===== src/rtl/core/inode_group_allocator_defines.svh =====
// ----------------------------------------------------------------------------
// Inode group allocator assertion macros
// Concurrent assertion wrappers clocked on i_clk, gated by reset or not.
// ----------------------------------------------------------------------------
`ifndef INODE_GROUP_ALLOCATOR_DEFINES_SVH
`define INODE_GROUP_ALLOCATOR_DEFINES_SVH

`ifndef SYNTHESIS
`define IGA_ASSERT(name, prop, msg) \
    name: assert property (@(posedge i_clk) disable iff (!i_rst_n) prop) else $error(msg);
`define IGA_ASSERT_ALWAYS(name, prop, msg) \
    name: assert property (@(posedge i_clk) prop) else $error(msg);
`else
`define IGA_ASSERT(name, prop, msg)
`define IGA_ASSERT_ALWAYS(name, prop, msg)
`endif

`endif


===== src/rtl/core/iga_pkg.sv =====
// ----------------------------------------------------------------------------
// iga_pkg
// Shared constants, codes and types of the inode group allocator.
// ----------------------------------------------------------------------------
`timescale 1ns / 1ps

package iga_pkg;

    localparam int MAX_GROUPS = 16;
    localparam int MAX_IPG    = 1024;

    localparam int GRP_W      = $clog2(MAX_GROUPS);
    localparam int CNT_W      = 11;
    localparam int NG_W       = 5;
    localparam int TOT_W      = 15;
    localparam int FB_W       = 16;
    localparam int INO_W      = 15;
    localparam int OP_W       = 2;
    localparam int CFG_IDX_W  = 8;
    localparam int CFG_DATA_W = 11;

    localparam int WORD_W     = 32;
    localparam int BIT_W      = $clog2(WORD_W);
    localparam int WPG        = MAX_IPG / WORD_W;
    localparam int WIDX_W     = $clog2(WPG);
    localparam int IDX_W      = WIDX_W + BIT_W;
    localparam int BM_DEPTH   = MAX_GROUPS * WPG;
    localparam int BM_AW      = $clog2(BM_DEPTH);

    localparam int DIV_W      = 15;
    localparam int DVS_W      = 11;
    localparam int DCNT_W     = $clog2(DIV_W);

    localparam logic [CNT_W-1:0] RST_IPG   = CNT_W'(MAX_IPG);
    localparam logic [NG_W-1:0]  RST_NG    = NG_W'(MAX_GROUPS);
    localparam logic [CNT_W-1:0] RST_LAST  = CNT_W'(MAX_IPG);
    localparam logic [TOT_W-1:0] RST_TOTAL = TOT_W'(MAX_GROUPS * MAX_IPG);
    localparam logic [CNT_W-1:0] MIN_IPG   = CNT_W'(8);

    localparam logic [CFG_IDX_W-1:0] CFG_IPG  = CFG_IDX_W'(0);
    localparam logic [CFG_IDX_W-1:0] CFG_NG   = CFG_IDX_W'(1);
    localparam logic [CFG_IDX_W-1:0] CFG_LAST = CFG_IDX_W'(2);
    localparam logic [CFG_IDX_W-1:0] CFG_ITZ  = CFG_IDX_W'(3);

    typedef enum logic [OP_W-1:0] {
        OP_ALLOC  = 2'd0,
        OP_FREE   = 2'd1,
        OP_SET_FB = 2'd2,
        OP_REINIT = 2'd3
    } t_op;

    typedef enum logic [3:0] {
        S_CLEAR,
        S_IDLE,
        S_DIV,
        S_GRP,
        S_RD,
        S_CHK,
        S_FREE_RD,
        S_FREE_WR,
        S_FIN
    } t_state;

    typedef struct packed {
        logic             start;
        logic [DIV_W-1:0] dividend;
        logic [DVS_W-1:0] divisor;
    } t_div_req;

    typedef struct packed {
        logic             done;
        logic [DIV_W-1:0] quot;
        logic [DVS_W-1:0] rem;
    } t_div_rsp;

endpackage


===== src/rtl/core/iga_div.sv =====
// ----------------------------------------------------------------------------
// iga_div
// Restoring divider, one quotient bit per cycle.
// ----------------------------------------------------------------------------
`timescale 1ns / 1ps
`include "inode_group_allocator_defines.svh"

module iga_div (
    input  logic              i_clk,
    input  logic              i_rst_n,
    input  iga_pkg::t_div_req i_req,
    output iga_pkg::t_div_rsp o_rsp
);

    import iga_pkg::*;

    logic              r_busy, n_busy;
    logic              r_done, n_done;
    logic [DCNT_W-1:0] r_cnt, n_cnt;
    logic [DIV_W-1:0]  r_q, n_q;
    logic [DVS_W-1:0]  r_r, n_r;
    logic [DVS_W-1:0]  r_d, n_d;

    logic [DVS_W:0]    shifted;
    logic [DVS_W:0]    diff;

    always_comb begin
        shifted = {r_r, r_q[DIV_W-1]};
        diff    = shifted - {1'b0, r_d};
        n_busy  = r_busy;
        n_done  = 1'b0;
        n_cnt   = r_cnt;
        n_q     = r_q;
        n_r     = r_r;
        n_d     = r_d;
        if (i_req.start) begin
            n_busy = 1'b1;
            n_cnt  = '0;
            n_q    = i_req.dividend;
            n_r    = '0;
            n_d    = i_req.divisor;
        end else if (r_busy) begin
            n_q   = {r_q[DIV_W-2:0], ~diff[DVS_W]};
            n_r   = diff[DVS_W] ? shifted[DVS_W-1:0] : diff[DVS_W-1:0];
            n_cnt = r_cnt + DCNT_W'(1);
            if (r_cnt == DCNT_W'(DIV_W - 1)) begin
                n_busy = 1'b0;
                n_done = 1'b1;
            end
        end
    end

    always_ff @(posedge i_clk) begin
        if (!i_rst_n) begin
            r_busy <= 1'b0;
            r_done <= 1'b0;
            r_cnt  <= '0;
        end else begin
            r_busy <= n_busy;
            r_done <= n_done;
            r_cnt  <= n_cnt;
        end
        r_q <= n_q;
        r_r <= n_r;
        r_d <= n_d;
    end

    assign o_rsp.done = r_done;
    assign o_rsp.quot = r_q;
    assign o_rsp.rem  = r_r;

    `IGA_ASSERT(a_div_cnt_range, r_busy |-> r_cnt <= DCNT_W'(DIV_W - 1), "divider step count overrun")
    `IGA_ASSERT(a_div_done_idle, r_done |-> !r_busy, "divider done while still busy")

endmodule


===== config.mk =====
export PLATFORM = sky130hd
export DESIGN_NAME = iga_div
export DESIGN_NICKNAME = d
export VERILOG_FILES = /design/src/rtl/core/iga_pkg.sv /design/src/rtl/core/iga_div.sv
export VERILOG_INCLUDE_DIRS = /design/src /design/src/rtl/core
export SDC_FILE = /design/constraint.sdc
export NUM_CORES = 1
export LEC_CHECK = 0
export BUFFER_PORTS_ARGS = -buffer_cell sky130_fd_sc_hd__buf_2
export CORE_AREA = 2 2 69 71
export CTS_CLUSTER_SIZE = 8
export DETAILED_ROUTE_END_ITERATION = 10
export DIE_AREA = 0 0 71 73
export PLACE_DENSITY = 0.88
export SYNTH_ARGS = -nofsm -noshare
export SYNTH_HDL_FRONTEND = slang
export SYNTH_SLANG_ARGS = --single-unit

===== constraint.sdc =====
create_clock -name i_clk -period 2.85 [get_ports i_clk]
set_input_delay 0.285 -clock i_clk [delete_from_list [all_inputs] [get_ports i_clk]]
set_output_delay 0.285 -clock i_clk [all_outputs]
set_load 0.1 [all_outputs]

==> run_results.csv, run 1 <==
group,metric,value,unit
run_status,status,"finished, final reports clean",
route,vias_per_cell,5.408,
power_and_ir_drop,powerDensity,685.0,mW/mm²
global_routing,grt_pass1_wl,7286,µm
sta,fin_crit_sh,85.81,%
final_layout,fillers,362,
die,fp.dieW,71,µm
die,core,0.004536,mm²
placed_design,gp_congestion,0.8419,
setup_path,r2r_end,"r_r[7]",
cts,clock_latency,300,ps
global_routing,grt_max_degree,27,
min_path,min_path_type,"in -> reg",
setup_path,critPathTopFamily,"compound AO/OA/AOI/OAI gates",
synthesis,syn_nets,257,
synthesis,synthCells,214,
synthesis,synth_cell_types,38,
route,post_drt_wl_per_cell,14.16,µm
cts,cts_buffers,5,
setup_path,rr_startpoint,"r_d[1]",
route,drtAntennaViolNets,0,
cts,h-tree-depth,2,
cts,ctsRootBufferMaster,"clkbuf_8",
cts,clockBufferDepth,2,
synthesis,syn-cell-area,0.002305,mm²
sta,clock_skew,7.362,ps
synthesis,ys_seq_elements,43,
die,die_height,73,µm
sta,tightestPinTransition,622.1,ps
sta,period_minus_slack,2446,ps
final_layout,final_nets,314,
setup_path,required,3050,ps
sta,final.setup.tns,0,ps
setup_path,arrival,2650,ps
sta,final_max_slew_viol_count,0,
placed_design,dp.cells,318,
route,routed_wl,4617,µm
placed_design,place_hpwl,3384,µm
sta,finalHoldViolCount,0,
synthesis,yosys_warnings,0,
die,rows,25,
setup_path,rr_worst_depth,8,
synthesis,synth.most_common_cell,"edfxtp_1",
route,drc,0,
setup_path,crit_type,"reg -> reg",
final_layout,fin_cells,326,
power_and_ir_drop,p_total,1.876,mW
route,vias,1763,
setup_path,cpMaxStageDelayCell,"a211o_2",
global_routing,first_global_vias,1650,
route,drt_iter0_markers,77,
setup_path,critPathLaunchType,"flip-flop",
synthesis,ys_async_sr_fraction,0,%
sta,rsz0062_at_grt,"no",
placed_design,io_buffers,55,
power_and_ir_drop,irDropWorstVdd,460.7,µV
setup_path,path_cells,"inv_1 -> ha_1 -> nor2b_1 -> o31a_1 -> o311a_1 -> a211o_2 -> mux2i_1 -> a211oi_1",
final_layout,drive_gt1_share,33.46,%
die,pin_count,56,
synthesis,synth_common_cells,"edfxtp_1 (26), nor2_1 (24), dfxtp_1 (17), inv_1 (17), mux2_2 (15)",
placed_design,place_ws,436.7,ps
sta,setup_viol,0,
global_routing,antenna_found_initial,0,
run,drv.max_cap_violation_count,0,
sta,maxSlewHeadroom,58.42,%
global_routing,grt_usage,18.08,%
sta,layout_setup_ws,404.4,ps
setup_path,cpPeakStageDelay,470,ps
final_layout,regArea,0.001129,mm²
final_layout,diodes,0,
synthesis,synth_area_per_cell,10.77,µm²
global_routing,grt_overflow,0,
synthesis,synth_edf_count,26,
cts,cts.clk_slew.worst_paths,80,ps
min_path,min_from,"i_req[3]",
synthesis,synth-seq-area-share,48.64,%
route,first_pass_iters,5,
setup_path,reg2reg_setup_slack,400,ps
final_layout,final_core_util,60.39,%
setup_path,cp-end-kind,"flip-flop",
synthesis,ys_top_cells_by_area,"edfxtp_1 (34%), dfxtp_1 (15%), mux2_2 (7.3%)",
cts,cts_tree,"yes",
setup_path,endpoint,"r_r[7]",
synthesis,synth_flop_cell,"edfxtp_1",
setup_path,critPathBufInv,1,
setup_path,crit_cells,8,
final_layout,multi_input_area,0.001075,mm²
setup_path,startpoint,"r_d[1]",
cts,hold_buffers,0,
die,die-area,0.005183,mm²
cts,cts.sinks,43,
cts,cts_setup_buffers,0,
synthesis,synth.top_cell.area_share,33.88,%
sta,max_freq,0.4089,GHz
cts,post_cts_resized,0,
synthesis,synth_largest_area_cell,"edfxtp_1",
power_and_ir_drop,leakage,1.182,nW
setup_path,critPathMaxFanout,12,
die,start_util,50.81,%
final_layout,syn_to_final_growth,18.84,%
cell usage in the layout, fill, tap and decap left out, types with 4 or more instances in the layout:
cell type  synthesis  layout
a211oi_1          13      13
a21oi_1            6       6
buf_2              0      55
buf_4              1       4
clkbuf_8           0       6
dfxtp_1           17      11
dfxtp_2            0       6
edfxtp_1          26      26
ha_1              13      13
inv_1             17      17
mux2_2            15      15
mux2i_1            7       7
nand2_1           10      10
nand3_1            8       8
nor2_1            24      24
nor3_1             5       5
o21ai_0            6       6
xnor2_1            5       5
flip-flops by register name, indices dropped and copies added, names as in the netlist:
signal / count
r_busy: 1
r_cnt: 4
r_d: 11
r_done: 1
r_q: 15
r_r: 11
area by class of cell:
type / instances / share of cell area, %
multi-input cells: 145 / 39.24
repair buffers: 59 / 11.15
inverters: 17 / 2.330
well taps: 54 / 2.467
clock buffers: 6 / 3.015
clock inverters: 2 / 0.5939
flip-flops and latches: 43 / 41.21
routing by layer:
metal	part of all wire, %	wire length, µm	GRT usage, %	up-vias
li1	-	-	-	901
met1	45	2090	21.99	818
met2	50	2294	31.67	35
met3	3.4	155	3.729	9
met4	1.7	77	6.918	0
met5	0	0	0	-
worst min path at each step:
stage / end / slack [ps] / cells past startpoint
floorplan: r_d[0] / 380 / 0
global placement: r_d[7] / 460 / 1
detailed placement: r_d[3] / 460 / 1
CTS: r_d[3] / 150 / 1
global route: r_d[9] / 150 / 1
finish: r_d[3] / 160 / 1
stage by stage:
stage / instance area [µm²] / hold slack [ps]
3_3_place_gp: 2640 / 461.0
5_1_grt: 2739 / 155.0
3_5_place_dp: 2640 / 463.1
4_1_cts: 2739 / 152.7
2_1_floorplan: 2312 / 383.9
6_report: 2739 / 157.4
logic make-up (layout without fill, tap and decap cells):
| logic type | after synthesis | after routing | share of synthesized area (%) |
|---|---|---|---|
| DFF | 43 | 43 | 48.64 |
| adders and majority gates | 14 | 14 | 7.926 |
| xor gates and xnor gates | 8 | 8 | 3.040 |
| buffers and inverters | 26 | 84 | 4.723 |
| AOI/OAI and AO/OA | 41 | 41 | 13.30 |
| muxes | 22 | 22 | 10.37 |
| and+or+nand+nor | 60 | 60 | 12.00 |
power by group:
part	leakage (nW)	switching, mW	internal [mW]
Clock	0.0474	0.214	0.198
Sequential	0.401	0.0353	0.725
Combinational	0.733	0.509	0.195
worst register-to-register path, cell delays in order, from the launching register on:
cell	delay [ps]
edfxtp_1	360
inv_1	110
ha_1	230
nor2b_1	140
o31a_1	300
o311a_1	330
a211o_2	470
mux2i_1	170
a211oi_1	250
No activity file was read; power rests on OpenSTA's default activity.
==> run 2: changes to the inputs <==
--- a/config.mk
+++ b/config.mk
@@ -8,9 +8,9 @@
 export LEC_CHECK = 0
 export BUFFER_PORTS_ARGS = -buffer_cell sky130_fd_sc_hd__buf_2
-export CORE_AREA = 2 2 69 71
+export CORE_AREA = 2 2 59 84
 export CTS_CLUSTER_SIZE = 8
 export DETAILED_ROUTE_END_ITERATION = 10
-export DIE_AREA = 0 0 71 73
-export PLACE_DENSITY = 0.88
+export DIE_AREA = 0 0 61 86
+export PLACE_DENSITY = 0.87
 export SYNTH_ARGS = -nofsm -noshare
 export SYNTH_HDL_FRONTEND = slang
==> constraint.sdc (replaced) <==
create_clock -name i_clk -period 2.85 [get_ports i_clk]
set_input_delay 0.57 -clock i_clk [delete_from_list [all_inputs] [get_ports i_clk]]
set_output_delay 0.57 -clock i_clk [all_outputs]
set_load 0.1 [all_outputs]
==> run 2 against run 1 <==
  * Non-clock buffer count fell by 2
  * Combinational power fell by 0.9%
  * First-iteration DRC count fell by 62%
  * Count of clock-buffer cells in the layout did not move
  * Die area rose by 1.2%
  * Core utilization rose by 0.84 points
  * Via count rose by 2.3%
  * Cell area fell by 0.23%
  * Largest power group unchanged
  * Highest routed layer unchanged
==> run_results.csv, run 2 (synthesis results as in run 1) <==
group,metric,value,unit
cts,hold_buffers,0,
min_path,min_path_type,"in -> reg",
route,vias_per_cell,5.434,
cts,ctsRootBufferMaster,"clkbuf_8",
final_layout,final_nets,312,
placed_design,dp.cells,324,
cts,h-tree-depth,2,
final_layout,diodes,0,
setup_path,reg2reg_setup_slack,340,ps
sta,final_max_slew_viol_count,0,
final_layout,regMostFlops,"r_q",
cts,cts.sinks,43,
sta,finalHoldViolCount,0,
setup_path,crit_type,"reg -> reg",
die,die_height,86,µm
cts,cts_tree,"yes",
cts,clock_latency,300,ps
route,routed_wl,4581,µm
sta,tightestPinTransition,628.0,ps
sta,clock_skew,7.901,ps
power_and_ir_drop,powerDensity,673.1,mW/mm²
final_layout,largest_reg_flops,15,
power_and_ir_drop,p_seq_share,41.3,%
final_layout,layout_commonest_cell,"buf_2",
die,start_util,51.64,%
final_layout,final_cell_mix,"buf_2 (55), edfxtp_1 (26), nor2_1 (24)",
sta,final.setup.tns,0,ps
run_status,status,"finished, final reports clean",
route,drc,0,
min_path,hold_depth,1,
sta,rsz0062_at_grt,"no",
placed_design,place_ws,393.3,ps
sta,period_minus_slack,2514,ps
route,first_pass_iters,4,
final_layout,syn_to_final_growth,18.57,%
final_layout,fillers,361,
final_layout,reg_top3,"r_q (15), r_d (11), r_r (11)",
setup_path,arrival,2740,ps
cts,cts_buffers,5,
power_and_ir_drop,irDropWorstVdd,485.7,µV
setup_path,cp-end-kind,"flip-flop",
power_and_ir_drop,p_switching,751.6,µW
cts,post_cts_resized,0,
final_layout,drive_gt1_share,32.59,%
power_and_ir_drop,p_int,1.088,mW
power_and_ir_drop,leakage,1.171,nW
cts,clockBufferDepth,2,
sta,whs,439.6,ps
global_routing,grt_max_degree,33,
global_routing,antenna_found_initial,0,
route,post_drt_wl_per_cell,13.80,µm
sta,maxSlewHeadroom,58.03,%
die,pin_count,56,
final_layout,regArea,0.001129,mm²
global_routing,first_global_vias,1769,
sta,setup_viol,0,
power_and_ir_drop,comb_power_share,38.0,%
run,drv.max_cap_violation_count,0,
final_layout,fin_cells,332,
setup_path,critPathLaunchType,"flip-flop",
placed_design,place_hpwl,3379,µm
setup_path,rr_worst_depth,10,
die,fp.dieW,61,µm
cts,cts_setup_buffers,0,
route,drt_iter0_markers,29,
cts,cts.clk_slew.worst_paths,80,ps
sta,fin_crit_sh,88.20,%
route,vias,1804,
die,rows,29,
die,core,0.004463,mm²
placed_design,io_buffers,55,
global_routing,grt_overflow,0,
final_layout,multi_input_area,0.001075,mm²
sta,layout_setup_ws,336.2,ps
die,die-area,0.005246,mm²
setup_path,required,3070,ps
global_routing,grt_pass1_wl,7659,µm
sta,max_freq,0.3978,GHz
power_and_ir_drop,switching_share,40.86,%
setup_path,critPathMaxFanout,3,
route,drtAntennaViolNets,0,
power_and_ir_drop,p_clk_share,20.7,%
placed_design,gp_congestion,0.8968,
global_routing,grt_usage,19.44,%
-- run 2: cell count changes in the layout (fill, tap and decap cells not counted), sizes merged --
cell | previous run | this run
buf | 59 | 57
-- run 2: final timing paths --
| path | from | to |
|---|---|---|
| setup / recovery | r_q[14] | r_r[8] |
| hold / removal | i_req[10] | r_d[10] |
| setup reg to reg | r_q[14] | r_r[8] |
| hold reg to reg | r_r[6] | r_r[6] |
-- run 2: metrics by stage --
step | area, µm² | utilization, % | power (mW)
finish | 2733 | 61.23 | 1.839
global placement | 2648 | 59.32 | 1.456
floorplan | 2312 | - | 1.351
detailed placement | 2648 | 59.32 | 1.468
global route | 2733 | 61.23 | 1.928
CTS | 2733 | 61.23 | 1.849
-- run 2: layout make-up --
cell class	count	area share (%)
inverters	17	2.335
multi-input cells	145	39.33
clock buffers	6	2.656
flip-flops and latches	43	41.30
well taps	62	2.839
clock inverters	2	0.4579
repair buffers	57	11.08
-- run 2: worst max-delay path, cell delays in order (launching register included) --
cell and delay, ps:
edfxtp_1 420, inv_1 80, ha_1 190, inv_1 60, fa_1 430, a21oi_1 210, o211ai_1 160, o41ai_1 400
xnor2_1 180, mux2i_1 90, a211oi_1 220
-- run 2: metal layers --
metal | up-vias | part of all wire [%] | GRT usage [%]
met5 | - | 0 | 0
met1 | 853 | 41 | 23.16
met3 | 8 | 5.7 | 5.430
li1 | 888 | - | -
met2 | 55 | 52 | 32.55
met4 | 0 | 1.7 | 7.312
-- run 2: power by group through the flow --
| stage | clock network (mW) | registers (mW) | logic, mW |
|---|---|---|---|
| CTS | 0.390 | 0.761 | 0.698 |
| floorplan | 0 | 1.06 | 0.287 |
| detailed placement | 0 | 0.774 | 0.694 |
| global route | 0.411 | 0.769 | 0.747 |
| finish | 0.381 | 0.761 | 0.698 |
| global placement | 0 | 0.774 | 0.682 |
==> run 3: changes to the inputs <==
PLACE_DENSITY = 0.77   (was 0.87)
==> run 3 against run 2 <==
  * Die area unchanged
  * Clock power is 26% higher
  * Worst setup slack improved by 120 ps
  * Final cell count increased by 0.60%
  * Sequential power hardly changed
  * Global-route usage grew 1.0 points
  * Flip-flop and latch count stayed put
  * Power is 5.9% higher
  * Worst hold slack lost 5.0 ps
  * Via count up 0.72%
  * Combinational power rose by 0.9%
  * Critical endpoint is now r_r[0]
  * Core utilization is 0.53 points higher
==> run_results.csv, run 3 (synthesis results as in run 1) <==
group,metric,value,unit
route,post_drt_wl_per_cell,14.83,µm
min_path,min_path_type,"in -> reg",
setup_path,critPathBufInv,1,
final_layout,reg_top3,"r_q (15), r_d (11), r_r (11)",
die,pin_count,56,
sta,clock_skew,9.609,ps
setup_path,critPathTopFamily,"simple AND/OR/NAND/NOR gates",
route,drc,0,
sta,period_minus_slack,2398,ps
final_layout,regMostFlops,"r_q",
setup_path,cpPeakStageDelay,430,ps
cts,clockBufferDepth,2,
setup_path,critPathLaunchType,"flip-flop",
global_routing,grt_pass1_wl,7997,µm
power_and_ir_drop,p_int,1.182,mW
die,rows,29,
die,core,0.004463,mm²
run,drv.max_cap_violation_count,0,
sta,layout_setup_ws,452.5,ps
sta,setup_viol,0,
cts,clock_latency,300,ps
sta,rsz0062_at_grt,"no",
setup_path,cpMaxStageDelayCell,"or4_1",
die,die-area,0.005246,mm²
sta,max_freq,0.4171,GHz
setup_path,rr_startpoint,"r_r[5]",
final_layout,final_core_util,61.76,%
placed_design,io_buffers,55,
power_and_ir_drop,leakage,1.187,nW
die,fp.dieW,61,µm
final_layout,drive_gt1_share,32.72,%
sta,final.setup.tns,0,ps
final_layout,layout_commonest_cell,"buf_2",
setup_path,required,3060,ps
cts,cts_buffers,5,
power_and_ir_drop,irDropWorstVdd,485.5,µV
route,routed_wl,4954,µm
global_routing,grt_overflow,0,
run_status,status,"finished, final reports clean",
cts,h-tree-depth,2,
final_layout,syn_to_final_growth,19.60,%
setup_path,critPathMaxFanout,4,
sta,maxSlewHeadroom,58.34,%
route,drtAntennaViolNets,0,
die,die_height,86,µm
setup_path,crit_type,"reg -> reg",
global_routing,antenna_found_initial,0,
route,vias_per_cell,5.440,
placed_design,placed_cell_area,0.002650,mm²
final_layout,final_cell_mix,"buf_2 (55), edfxtp_1 (26), nor2_1 (24)",
setup_path,cp-end-kind,"flip-flop",
cts,cts.sinks,43,
sta,final_max_slew_viol_count,0,
cts,ctsRootBufferMaster,"clkbuf_8",
sta,finalHoldViolCount,0,
power_and_ir_drop,powerDensity,706.4,mW/mm²
final_layout,fillers,411,
global_routing,grt_usage,20.45,%
power_and_ir_drop,p_seq_share,39.2,%
cts,hold_buffers,0,
die,start_util,51.64,%
setup_path,path_cells,"ha_1 -> a21oi_1 -> o211ai_1 -> nor4_1 -> a211oi_1 -> buf_4 -> or4_1 -> o311ai_2",
cts,cts_tree,"yes",
global_routing,first_global_vias,1760,
power_and_ir_drop,p_clk_share,24.6,%
final_layout,final_nets,314,
placed_design,place_ws,455.8,ps
sta,fin_crit_sh,84.12,%
final_layout,diodes,0,
power_and_ir_drop,p_switching,764.7,µW
placed_design,place_hpwl,3659,µm
min_path,min_from,"i_req[10]",
route,drt_iter0_markers,55,
cts,post_cts_resized,0,
placed_design,gp_congestion,0.7939,
global_routing,grt_max_degree,27,
route,vias,1817,
final_layout,largest_reg_flops,15,
sta,tightestPinTransition,623.4,ps
power_and_ir_drop,switching_share,39.27,%
route,first_pass_iters,4,
cts,cts.clk_slew.worst_paths,80,ps
cts,cts_setup_buffers,0,
power_and_ir_drop,comb_power_share,36.1,%
setup_path,arrival,2610,ps
final_layout,design_area,0.002756,mm²
setup_path,startpoint,"r_r[5]",
==> run 3: power groups by stage <==
stage	combinational (mW)	clock, mW	sequential [mW]
after floorplan	0.287	0	1.06
after global placement	0.691	0	0.776
after detailed placement	0.701	0	0.778
after CTS	0.705	0.480	0.765
after global routing	0.749	0.504	0.772
final	0.704	0.480	0.764
==> run 3: path summary, 6_finish.rpt <==
check | endpoint | slack [ps] | cells past startpoint
worst min-delay path | r_d[10] | 430 | 1
worst max-delay path | r_r[0] | 450 | 8
worst max register to register | r_r[0] | 450 | 8
worst min register to register | r_r[6] | 510 | 2
==> run 3: layer usage <==
layer	part of all wire, %	global-route usage [%]	routed length, µm	vias to the layer above
met1	40	24.63	1979	843
met4	2.0	7.708	99	0
met3	6.1	4.676	301	10
met5	0	0	0	-
li1	-	-	-	896
met2	52	34.60	2574	68
==> run 3: cell type report <==
type | instances | area (µm²) | share of cell area (%)
timing repair buffer | 59 | 305.3 | 11.08
multi-input combinational | 145 | 1075 | 38.99
sequential | 43 | 1129 | 40.94
inverter | 17 | 63.81 | 2.315
clock buffer | 7 | 76.32 | 2.769
clock inverter | 1 | 30.03 | 1.089
tap | 62 | 77.57 | 2.814
==> run 3: through the flow <==
| step | cells | power, mW | hold slack (ps) |
|---|---|---|---|
| final | 334 | 1.947 | 434.6 |
| after global routing | 334 | 2.025 | 430.1 |
| after CTS | 334 | 1.950 | 435.9 |
| after detailed placement | 326 | 1.479 | 495.4 |
| after global placement | 326 | 1.466 | 491.9 |
| after floorplan | 214 | 1.351 | 462.1 |
